--- config.mk ---
export PLATFORM = sky130hd
export DESIGN_NAME = tti_merge_flat
export DESIGN_NICKNAME = d
export VERILOG_FILES = /design/src/tti_pkg.sv /design/src/tti_if.sv /design/src/tti_merge.sv /design/src/flat_wrapper.sv
export SDC_FILE = /design/constraint.sdc
export NUM_CORES = 1
export LEC_CHECK = 0
export ABC_AREA = 1
export BUFFER_PORTS_ARGS = -buffer_cell sky130_fd_sc_hd__buf_4
export CAP_MARGIN = 20
export CORE_AREA = 2 2 225 227
export DETAILED_ROUTE_END_ITERATION = 8
export DIE_AREA = 0 0 227 229
export PLACE_DENSITY = 0.68
export SETUP_SLACK_MARGIN = 0.3
export SYNTH_ARGS = -nofsm -noshare
export SYNTH_HDL_FRONTEND = slang
export SYNTH_SLANG_ARGS = --single-unit
export TNS_END_PERCENT = 50
--- constraint.sdc ---
create_clock -name clk -period 1.6 [get_ports clk]
set_input_delay 0.24 -clock clk [delete_from_list [all_inputs] [get_ports clk]]
set_output_delay 0.24 -clock clk [all_outputs]
set_load 0.02 [all_outputs]
--- src/tti_pkg.sv ---
// Shared constants, codes and types for the timed trajectory interpolator.
package tti_pkg;

	localparam int POINT_DEPTH = 64;
	localparam int PA_W = $clog2(POINT_DEPTH);
	localparam int CNT_W = $clog2(POINT_DEPTH + 1);
	localparam int NLANE = 6;
	localparam int TIME_W = 48;
	localparam int VAL_W = 32;
	localparam int FRAC_W = 17;
	localparam int FRAC_ONE = 65536;

	typedef enum logic [1:0] {
		KIND_VEL    = 2'd0,
		KIND_COMMIT = 2'd1,
		KIND_SAMPLE = 2'd2,
		KIND_NONE   = 2'd3
	} kind_t;

	typedef struct packed {
		logic            we;
		logic            shift;
		logic            pend_we;
		logic            acc_we;
		logic [PA_W-1:0] raddr;
		logic [PA_W-1:0] waddr;
		logic            cap_left;
		logic            cap_mul;
		logic            cap_sum;
	} lane_ctl_t;

endpackage

--- src/tti_if.sv ---


interface tti_out_if;
	import tti_pkg::*;
	logic                     valid;
	logic                     ready;
	logic                     group;
	logic                     active;
	logic                     last;
	logic signed [VAL_W-1:0]  out_lin_x;
	logic signed [VAL_W-1:0]  out_lin_y;
	logic signed [VAL_W-1:0]  out_lin_z;
	logic signed [VAL_W-1:0]  out_ang_x;
	logic signed [VAL_W-1:0]  out_ang_y;
	logic signed [VAL_W-1:0]  out_ang_z;
	modport source (output valid, group, active, last, out_lin_x, out_lin_y,
		out_lin_z, out_ang_x, out_ang_y, out_ang_z, input ready);
	modport sink (input valid, group, active, last, out_lin_x, out_lin_y,
		out_lin_z, out_ang_x, out_ang_y, out_ang_z, output ready);
endinterface

--- src/tti_merge.sv ---
// Result stage: gathers the lane results and sends velocity then acceleration results.
module tti_merge import tti_pkg::*; (
	input  logic                    clk,
	input  logic                    arst_n,
	input  logic                    load,
	input  logic                    act,
	input  logic signed [VAL_W-1:0] vel [NLANE],
	input  logic signed [VAL_W-1:0] acc [NLANE],
	output logic                    free,
	tti_out_if.source               out_ch
);

	logic signed [VAL_W-1:0] vel_q [NLANE];
	logic signed [VAL_W-1:0] acc_q [NLANE];
	logic valid_q, grp_q, act_q;
	logic signed [VAL_W-1:0] sel [NLANE];

	assign free = !valid_q;

	always_ff @(posedge clk) begin
		if (load) begin
			for (int i = 0; i < NLANE; i++) begin
				vel_q[i] <= act ? vel[i] : '0;
				acc_q[i] <= act ? acc[i] : '0;
			end
			act_q <= act;
		end
	end

	always_ff @(posedge clk or negedge arst_n) begin
		if (!arst_n) begin
			valid_q <= 1'b0;
			grp_q <= 1'b0;
		end else if (load) begin
			valid_q <= 1'b1;
			grp_q <= 1'b0;
		end else if (valid_q && out_ch.ready) begin
			if (grp_q) valid_q <= 1'b0;
			grp_q <= !grp_q;
		end
	end

	always_comb begin
		for (int i = 0; i < NLANE; i++) sel[i] = grp_q ? acc_q[i] : vel_q[i];
	end

	assign out_ch.valid = valid_q;
	assign out_ch.group = grp_q;
	assign out_ch.last = grp_q;
	assign out_ch.active = act_q;
	assign out_ch.out_lin_x = sel[0];
	assign out_ch.out_lin_y = sel[1];
	assign out_ch.out_lin_z = sel[2];
	assign out_ch.out_ang_x = sel[3];
	assign out_ch.out_ang_y = sel[4];
	assign out_ch.out_ang_z = sel[5];

endmodule

--- src/flat_wrapper.sv ---
// flat-port wrapper written by rule: the top's interface ports become plain ports
module tti_merge_flat import tti_pkg::*;
  (clk, arst_n, load, act, vel, acc, free, out_ch_valid, out_ch_group, out_ch_active, out_ch_last, out_ch_out_lin_x, out_ch_out_lin_y, out_ch_out_lin_z, out_ch_out_ang_x, out_ch_out_ang_y, out_ch_out_ang_z, out_ch_ready);
  tti_out_if out_ch_i ();
  input  logic clk;
  input  logic arst_n;
  input  logic load;
  input  logic act;
  input  logic signed [VAL_W-1:0] vel[NLANE];
  input  logic signed [VAL_W-1:0] acc[NLANE];
  output logic free;
  output wire logic [$bits(out_ch_i.valid)-1:0] out_ch_valid;
  output wire logic [$bits(out_ch_i.group)-1:0] out_ch_group;
  output wire logic [$bits(out_ch_i.active)-1:0] out_ch_active;
  output wire logic [$bits(out_ch_i.last)-1:0] out_ch_last;
  output wire logic [$bits(out_ch_i.out_lin_x)-1:0] out_ch_out_lin_x;
  output wire logic [$bits(out_ch_i.out_lin_y)-1:0] out_ch_out_lin_y;
  output wire logic [$bits(out_ch_i.out_lin_z)-1:0] out_ch_out_lin_z;
  output wire logic [$bits(out_ch_i.out_ang_x)-1:0] out_ch_out_ang_x;
  output wire logic [$bits(out_ch_i.out_ang_y)-1:0] out_ch_out_ang_y;
  output wire logic [$bits(out_ch_i.out_ang_z)-1:0] out_ch_out_ang_z;
  input wire logic [$bits(out_ch_i.ready)-1:0] out_ch_ready;
  assign out_ch_valid = out_ch_i.valid;
  assign out_ch_group = out_ch_i.group;
  assign out_ch_active = out_ch_i.active;
  assign out_ch_last = out_ch_i.last;
  assign out_ch_out_lin_x = out_ch_i.out_lin_x;
  assign out_ch_out_lin_y = out_ch_i.out_lin_y;
  assign out_ch_out_lin_z = out_ch_i.out_lin_z;
  assign out_ch_out_ang_x = out_ch_i.out_ang_x;
  assign out_ch_out_ang_y = out_ch_i.out_ang_y;
  assign out_ch_out_ang_z = out_ch_i.out_ang_z;
  assign out_ch_i.ready = out_ch_ready;
  tti_merge u_core (.clk(clk), .arst_n(arst_n), .load(load), .act(act), .vel(vel), .acc(acc), .free(free), .out_ch(out_ch_i));
endmodule
# Word-level counts from Yosys, hierarchy flattened

Memory sizes are Yosys's and may differ from the RTL's.
Cells that the tools add are included.
Widths: inputs -> output; s select.

Input port bits: 389
Output and inout port bits: 197
Word-level logic and storage cells: 36
Memories: 2
RAM bits: 384
Bits in registers: 3

Memory list:

| memory       | depth | width | read ports | clocked after memory_dff | write ports | RTL line        | source |
|---|---|---|---|---|---|---|---|
| u_core.acc_q | 6     | 32    | 6          | 0                        | 6           | tti_merge.sv:14 | `logic signed [VAL_W-1:0] acc_q [NLANE];` |
| u_core.vel_q | 6     | 32    | 6          | 0                        | 6           | tti_merge.sv:13 | `logic signed [VAL_W-1:0] vel_q [NLANE];` |

Reductions and logical operators: 6
Muxes and demuxes: 25

Operators by type and width:

| operator          | count |
|---|---|
| $mux 32           | 18 |
| $mux 1            | 7 |
| $reduce_bool 2->1 | 2 |
| $logic_not 1->1   | 2 |
| $reduce_and 2->1  | 1 |
| $logic_and 1x1->1 | 1 |

# Logic depth before layout (Yosys ltp)

Gate-level depths: netlist (run 1).

Word-level depth: 3
Gate-level depth with buffers: 5
Depth with buffers taken out: 4

# Worst setup path before layout (run 1)

Ideal clock, no wire load.

Path type: reg-to-output
From: register u_core.grp_q (netlist: u_core.out_ch.group)
To: output port out_ch_out_lin_x[12]
Buffers on the path: 3
Slack: -0.020 ns
Arrival: 1.380 ns
Data required time: 1.360 ns
Cell stages (with the launch flop): 5
Cell sequence: dfrtp_1 > buf_6 > buf_6 > buf_6 > o21ai_0

Longest elaborated chain between the ends: 1

RTL lines:

| what                   | RTL line           | source |
|---|---|---|
| from (decl)            | tti_merge.sv:15    | `logic valid_q, grp_q, act_q;` |
| from (signal assigned) | tti_merge.sv:39    | `grp_q <= !grp_q;` |
| $mux 32                | tti_merge.sv:44    | `for (int i = 0; i < NLANE; i++) sel[i] = grp_q ? acc_q[i] : vel_q[i];` |
| to (decl)              | flat_wrapper.sv:16 | `output wire logic [$bits(out_ch_i.out_lin_x)-1:0] out_ch_out_lin_x;` |

No other way between the ends.

# Worst setup path after layout (run 1)

From: register u_core.grp_q (netlist: u_core.out_ch.group)
To: output port out_ch_out_lin_y[3]

Longest elaborated chain between the ends: 1

RTL lines:

| what      | RTL line           | source |
|---|---|---|
| $mux 32   | tti_merge.sv:44    |  |
| to (decl) | flat_wrapper.sv:17 | `output wire logic [$bits(out_ch_i.out_lin_y)-1:0] out_ch_out_lin_y;` |

No other way between the ends.

==> metrics.txt, run 1 <==
highest layer used for signal routing met4; top cell type by total area after synthesis sky130_fd_sc_hd__edfxtp_1; transition at the pin with the smallest max-transition slack 0.4247 ns; number of register bits inferred by synthesis 387; async set or reset register ratio after synthesis 0.005168; I/O pin cnt 586; post-route worst hold slack 0.03372 ns; average cell area after synthesis 9.780 sq um; fraction of post-synthesis cell area in the top cell type by area 0.6463; total length of routed met3 wires 5.540 mm; post-synthesis mux area share 0; Starting DRT DRC Count 938; critical path capture point type output pin; cell types with the largest area share after synthesis sky130_fd_sc_hd__edfxtp_1, sky130_fd_sc_hd__nand2_1, sky130_fd_sc_hd__inv_1; MaxCap Viol Count 0; overall die width 227 um; Max clock buf depth 3; Total Routed Length 61.41 mm; filler cell count 3579; class of the tightest hold or removal check input port to asynchronous set/reset pin; aggregate global routing overflow 0; final hold viol count 0; master cell of the clock root buffer sky130_fd_sc_hd__clkbuf_16; Setup Crit Path Kind flop to output pin; synthesized-area fraction occupied by ao, oa, aoi and oai cells 0.06715; maximum number of pins on one net before global-route repair 82; number of placement rows 82; prevailing post-synth register cell sky130_fd_sc_hd__edfxtp_1; Pre-Repair DR Iteration Count 5; count leader, synth sky130_fd_sc_hd__nand2_1; global-route wire length before repair 90.97 mm; HPWL after detailed placement 36.89 mm; unrepaired setup endpoints after global routing yes; post-route DRC violation count 0; Distinct cells, synth 13; number of enable-type register cells in the synthesized netlist 385; Vert. Die Dim 229 um; leakage dissipation 0.01534 uW; share of the core filled with cells 0.6054; area grow syn2layout 68.07%; setup-violating endpoint count in the final report 194; starting utilization of the core area 0.3602; final critical-path setup slack -0.5317 ns; total area of sequential cells 11610 sq um; worst-path fanout max 14; post-CTS clock slew at the launch and capture registers of the worst setup and hold paths 0.06 ns; post-layout net count 3213; weighted congestion reported at the end of routability-driven placement 0.8839; clock buffer count from CTS 43; Cell Pwr Density 1009 nW/um^2; met1 routed wirelength after detailed routing 22.01 mm; total global-route track usage 0.2261; largest family of logic cells by synthesized area buffers and inverters; data required time at the worst endpoint 1.36 ns; arithmetic-cell share of the synthesized area counting full adders, half adders and majority gates 0; total design power 30350 uW; post-synthesis cell area 17890 sq um; number of buffer cells added on primary ports 585; met2 layer wire length in the routed design 30.27 mm; time the final worst path needs with I/O delays and setup 2.132 ns; portion of the post-synthesis area used by sequential elements 0.6491; average vias per placed instance 4.545; number of synthesis warnings 0; cells after synthesis 1829; fin crit share 1.332; CTS tree yes; number of nets still failing antenna checks after routing 0; post-synthesis share of cell area spent on and, or, nand and nor gates 0.1229; clock latency on the worst-skew pair 0.55 ns; WL per Instance 17.36 um; fraction of layout instances using a drive strength above 1 0.3268; number of global-route vias before repair 17060; number of sinks driven by the clock tree 387; total placed instance area 24000 sq um; Clock H-tree levels 2; post-route cell area 30060 sq um; floorplan die area 51980 sq um; ranking of synthesized cells by instance count sky130_fd_sc_hd__nand2_1, sky130_fd_sc_hd__inv_1, sky130_fd_sc_hd__edfxtp_1; number of slew-limit violations in the final report 0; footprint of the multi-input gates 4456 sq um; Startpoint Class flop; via total after detailed routing 16080; Slew Limit Headroom 0.7169; floorplan core area 49660 sq um; violated checks setup timing; Mapped Nets 2218; worst-case vdd ir drop 0.8312 mV; Max Freq 0.4691 GHz; final cell count without fillers 3538; Worst Clk Skew 0.0001528 ns; number of antenna violations at the first check in global routing 10; Synth Area in XOR/XNOR 0; result of the run complete, but fails checks; number of cells in the design after placement 3058; data arrival time at the worst-slack endpoint 1.89 ns
-- critical path, stage by stage, from the launching register on --
cell and delay [ns]:
sky130_fd_sc_hd__dfrtp_4 0.52, sky130_fd_sc_hd__buf_12 0.19, sky130_fd_sc_hd__bufbuf_16 0.31, sky130_fd_sc_hd__o21ai_2 0.14
sky130_fd_sc_hd__buf_4 0.16
-- power breakdown --
group / internal, uW / switching, uW / leakage (uW)
combinational: 3720 / 4210 / 0.0109
sequential: 12100 / 286 / 0.00373
clock: 6080 / 4000 / 0.000692
-- registers in the layout (all words and copies together) (netlist names) --
signal	flops
u_core.acc_q	192
u_core.vel_q	192
u_core.out_ch.active	1
u_core.out_ch.group	1
u_core.out_ch.valid	1
-- final timing paths --
kind	to	cells after the start	slack, ns	start
min in group clk	u_core.vel_q[0][4]	3	0.06	vel[164]
worst max-delay path	out_ch_out_lin_y[3]	4	-0.53	u_core.out_ch.group
max in group asynchronous	u_core.out_ch.group	2	1.47	arst_n
worst max register to register	u_core.out_ch.valid	6	0.41	u_core.out_ch.group
worst min-delay path	u_core.out_ch.group	2	0.03	arst_n
worst min register to register	u_core.out_ch.valid	2	0.58	u_core.out_ch.valid
-- logic make-up (layout without fill, tap and decap cells) --
family,after synthesis,count (layout)
buffers and inverters,665,1691
and+or+nand+nor,585,585
DFF,387,387
AOI/OAI and AO/OA,192,192
other,0,11
-- placed cells by master, fill, tap and decap left out --
master                          synthesis  final
sky130_fd_sc_hd__edfxtp_1             385    385
sky130_fd_sc_hd__buf_12                 0     23
sky130_fd_sc_hd__bufbuf_16              0      1
sky130_fd_sc_hd__buf_8                  0      5
sky130_fd_sc_hd__dfrtp_4                0      1
sky130_fd_sc_hd__clkbuf_1               4      8
sky130_fd_sc_hd__o21ai_2               64    121
sky130_fd_sc_hd__nand2_2                0     26
sky130_fd_sc_hd__clkbuf_16              0     46
sky130_fd_sc_hd__clkinv_4               0      2
sky130_fd_sc_hd__clkinv_1               0     10
sky130_fd_sc_hd__diode_2                0     11
sky130_fd_sc_hd__bufinv_16              0      6
sky130_fd_sc_hd__nand2_1              582    544
sky130_fd_sc_hd__buf_6                 21     71
sky130_fd_sc_hd__dlygate4sd3_1          0    383
sky130_fd_sc_hd__clkinv_2               0      5
sky130_fd_sc_hd__dfrtp_1                2      1
sky130_fd_sc_hd__buf_16                 0      8
sky130_fd_sc_hd__inv_1                578    578
sky130_fd_sc_hd__buf_4                 58    545
sky130_fd_sc_hd__o21ai_1               61     10
sky130_fd_sc_hd__o21ai_4                0     61
sky130_fd_sc_hd__nor2_1                 1      1
sky130_fd_sc_hd__nand3_1                2      2
sky130_fd_sc_hd__nand2_4                0     12
-- repair_timing --
action                     in CTS  in global routing
setup endpoints to repair     197                197
pin swaps                       1                  2
hold endpoints to repair      390                  0
gates resized for setup        72                 69
hold buffers                  383                  0
buffers inserted                2                  1
gates cloned                    6                  1
-- through the flow --
step | setup slack (ns) | setup TNS, ns
floorplan | 0.2205 | 0
CTS | -0.5361 | -89.93
global placement | 0.03126 | 0
finish | -0.5317 | -83.29
detailed placement | 0.02483 | 0
global route | -0.5923 | -96.39
-- per-layer routing --
metal	global-route usage	vias up
met1	0.2432	7545
met2	0.3884	810
met5	0	-
met3	0.07056	219
li1	-	7505
met4	0.1340	0
-- cell type report --
| type | instances | share of cell area |
|---|---|---|
| sequential | 387 | 0.3864 |
| clock inverter | 23 | 0.008657 |
| antenna | 11 | 0.0009156 |
| multi-input combinational | 777 | 0.1482 |
| timing repair buffer | 1037 | 0.3173 |
| tap | 672 | 0.02797 |
| clock buffer | 53 | 0.03846 |
| inverter | 578 | 0.07217 |
Note: power is estimated with default switching activity, not from simulation.
==> run 2: changes to the inputs <==
ABC_AREA = default   (was 1)
CORE_AREA = 2 2 227 229   (was 2 2 225 227)
DIE_AREA = 0 0 229 231   (was 0 0 227 229)
PLACE_DENSITY = 0.66   (was 0.68)
==> run 2 against run 1 <==
Net effect: the run still ends with setup timing left; combinational power down 29%; clock power fell by 9%; critical path depth unchanged; final area down 6.6%; clock skew barely moved; sequential share of layout area grew 2.7 points; first-iteration DRC count down 42%.
==> metrics.txt, run 2 <==
Total Routed Length 51.60 mm (was 61.41 mm); biggest registers after layout u_core.acc_q: 192 flops, u_core.vel_q: 192 flops (unchanged); Mapped Nets 1423 (was 2218); top cell type by total area after synthesis sky130_fd_sc_hd__edfxtp_1 (unchanged); fin crit share 1.352 (was 1.332); Max Freq 0.4622 GHz (was 0.4691 GHz); Worst Path Buf+Inv 3 (unchanged); average cell area after synthesis 16.60 sq um (was 9.780 sq um); fraction of layout instances using a drive strength above 1 0.4349 (was 0.3268); area grow syn2layout 63.57% (was 68.07%); total global-route track usage 0.1896 (was 0.2261); fraction of post-synthesis cell area in the top cell type by area 0.6734 (was 0.6463); Clock H-tree levels 2 (unchanged); Distinct cells, synth 16 (was 13); number of global-route vias before repair 13420 (was 17060); Max clock buf depth 3 (unchanged); number of antenna violations at the first check in global routing 7 (was 10); leakage dissipation 0.01156 uW (was 0.01534 uW); number of placement rows 83 (was 82); number of register bits inferred by synthesis 387 (unchanged); Startpoint Class flop (unchanged); Critical Path, Cell by Cell buf_12, buf_12, mux2_4, buf_4 (was buf_12, bufbuf_16, o21ai_2, buf_4); I/O pin cnt 586 (unchanged); post-synthesis mux area share 0.1583 (was 0); post-synthesis share of cell area spent on and, or, nand and nor gates 0.1406 (was 0.1229); overall die width 229 um (was 227 um); number of sinks driven by the clock tree 387 (unchanged); weighted congestion reported at the end of routability-driven placement 0.8588 (was 0.8839); WL per Instance 18.63 um (was 17.36 um); Setup Crit Path Kind flop to output pin (unchanged); prevailing post-synth register cell sky130_fd_sc_hd__edfxtp_1 (unchanged); delay of the slowest cell on the worst path 0.44 ns (was 0.52 ns); synthesized-area fraction occupied by ao, oa, aoi and oai cells 0.001312 (was 0.06715); post-synthesis cell area 17170 sq um (was 17890 sq um); async set or reset register ratio after synthesis 0.005168 (unchanged); Starting DRT DRC Count 546 (was 938); class of the tightest hold or removal check input port to flop (was input port to asynchronous set/reset pin); post-layout net count 2443 (was 3213); data arrival time at the worst-slack endpoint 1.92 ns (was 1.89 ns); MaxCap Viol Count 0 (unchanged); share of the core filled with cells 0.5541 (was 0.6054); number of nets still failing antenna checks after routing 0 (unchanged); crit-path most repeated cell sky130_fd_sc_hd__buf_12; Worst path slowest cell sky130_fd_sc_hd__dfrtp_4 (unchanged); number of buffer cells added on primary ports 585 (unchanged); Worst Clk Skew 0.0004671 ns (was 0.0001528 ns); starting utilization of the core area 0.3388 (was 0.3602); via total after detailed routing 12270 (was 16080); commonest cells after routing, fill and taps aside sky130_fd_sc_hd__buf_4, sky130_fd_sc_hd__edfxtp_1, sky130_fd_sc_hd__and2_1 (was sky130_fd_sc_hd__inv_1, sky130_fd_sc_hd__buf_4, sky130_fd_sc_hd__nand2_1); number of slew-limit violations in the final report 0 (unchanged); data required time at the worst endpoint 1.36 ns (about the same); ranking of synthesized cells by instance count sky130_fd_sc_hd__edfxtp_1, sky130_fd_sc_hd__and2_1, sky130_fd_sc_hd__mux2_4 (was sky130_fd_sc_hd__nand2_1, sky130_fd_sc_hd__inv_1, sky130_fd_sc_hd__edfxtp_1); Vert. Die Dim 231 um (was 229 um); register-to-register setup slack 0.33 ns (was 0.41 ns); number of synthesis warnings 0 (unchanged); master cell of the clock root buffer sky130_fd_sc_hd__clkbuf_16 (unchanged); arithmetic-cell share of the synthesized area counting full adders, half adders and majority gates 0 (unchanged); CTS tree yes (unchanged); Cell Pwr Density 968.6 nW/um^2 (was 1009 nW/um^2); final critical-path setup slack -0.5637 ns (was -0.5317 ns); critical path capture point type output pin (unchanged); transition at the pin with the smallest max-transition slack 0.4076 ns (was 0.4247 ns); final hold viol count 0 (unchanged); portion of the post-synthesis area used by sequential elements 0.6763 (was 0.6491); average vias per placed instance 4.430 (was 4.545); clock latency on the worst-skew pair 0.55 ns (about the same); HPWL after detailed placement 33.76 mm (was 36.89 mm); violated checks setup timing (unchanged); cell types with the largest area share after synthesis sky130_fd_sc_hd__edfxtp_1, sky130_fd_sc_hd__and2_1, sky130_fd_sc_hd__mux2_4 (was sky130_fd_sc_hd__edfxtp_1, sky130_fd_sc_hd__nand2_1, sky130_fd_sc_hd__inv_1); Pre-Repair DR Iteration Count 4 (was 5); floorplan core area 50680 sq um (was 49660 sq um); count leader, synth sky130_fd_sc_hd__edfxtp_1 (was sky130_fd_sc_hd__nand2_1); total design power 27200 uW (was 30350 uW); cells after synthesis 1034 (was 1829); gate family responsible for the most delay along the worst path buffers and inverters (unchanged); Slew Limit Headroom 0.7282 (was 0.7169); unrepaired setup endpoints after global routing yes (unchanged); setup-violating endpoint count in the final report 194 (unchanged); worst-path fanout max 22 (was 14); worst-case vdd ir drop 0.8770 mV (was 0.8312 mV); Synth Area in XOR/XNOR 0 (unchanged); most common library cell in the layout ignoring fill and taps sky130_fd_sc_hd__buf_4 (was sky130_fd_sc_hd__inv_1); largest family of logic cells by synthesized area multiplexers (was buffers and inverters); post-CTS clock slew at the launch and capture registers of the worst setup and hold paths 0.06 ns (about the same); number of enable-type register cells in the synthesized netlist 385 (unchanged); global-route wire length before repair 76.71 mm (was 90.97 mm); time the final worst path needs with I/O delays and setup 2.164 ns (was 2.132 ns); clock buffer count from CTS 43 (unchanged); aggregate global routing overflow 0 (unchanged); post-route DRC violation count 0 (unchanged); maximum number of pins on one net before global-route repair 97 (was 82); result of the run complete, but fails checks (unchanged); floorplan die area 52900 sq um (was 51980 sq um)
run 2: report_power, final:
part,internal [uW],switching [uW]
logic,3260,2390
registers,12100,289
clock network,5350,3850
run 2: kinds of logic after synthesis:
logic type	after synthesis
flops	387
simple gates	386
mux	192
buf+inv	66
compound gates	3
run 2: what timing repair did:
| action | in CTS | in global routing |
|---|---|---|
| gates resized for setup | 34 | 6 |
| buffers inserted | 1 | 2 |
| hold buffers | 378 | 3 |
| setup endpoints to repair | 197 | 198 |
| endpoints found under the hold margin | 379 | 3 |
run 2: path summary, 6_finish.rpt:
kind | from | endpoint | depth (start not counted)
min in group asynchronous | arst_n | u_core.out_ch.group | 3
max | u_core.out_ch.group | out_ch_out_lin_z[28] | 4
min | acc[113] | u_core.acc_q[2][17] | 2
min reg2reg | u_core.out_ch.valid | u_core.out_ch.valid | 1
max in group asynchronous | arst_n | u_core.out_ch.group | 3
max reg2reg | u_core.out_ch.group | u_core.out_ch.group | 4
run 2: per-stage QoR:
stage	cells	setup WS, ns	cell area [sq um]	hold slack (ns)	setup TNS [ns]
CTS	2758	-0.6242	28000	0.002162	-108.44
detailed placement	2305	-0.008148	22810	0.03227	-0.01304
finish	2770	-0.5637	28080	0.03517	-98.50
global route	2769	-0.6454	28080	0.003340	-112.51
floorplan	1034	0.1547	17180	-0.05559	0
global placement	2305	-0.003191	22810	0.03051	-0.006220
run 2: worst register-to-register path, delay by kind of cell (launching register included):
kind | cells | cell delay, ns
buffers and inverters | 2 | 0.37
flip-flops | 1 | 0.44
AO/OA/AOI/OAI | 2 | 0.38
run 2: final cells by class:
cell class / instances / area [sq um]
multi-input cells: 581 / 5176
diodes: 7 / 17.52
clock inverters: 13 / 110.1
well taps: 680 / 850.8
fillers: 3889 / 22600
clock buffers: 61 / 1164
flip-flops and latches: 387 / 11620
repair buffers: 1040 / 9143
inverters: 1 / 3.754
run 2: per-layer routing:
layer | GRT usage | vias up | routed length (um)
met5 | 0 | - | 0
met4 | 0.07894 | 0 | 1982
met3 | 0.05583 | 123 | 3786
met2 | 0.3433 | 516 | 26840
met1 | 0.2067 | 5899 | 18990
li1 | - | 5732 | -
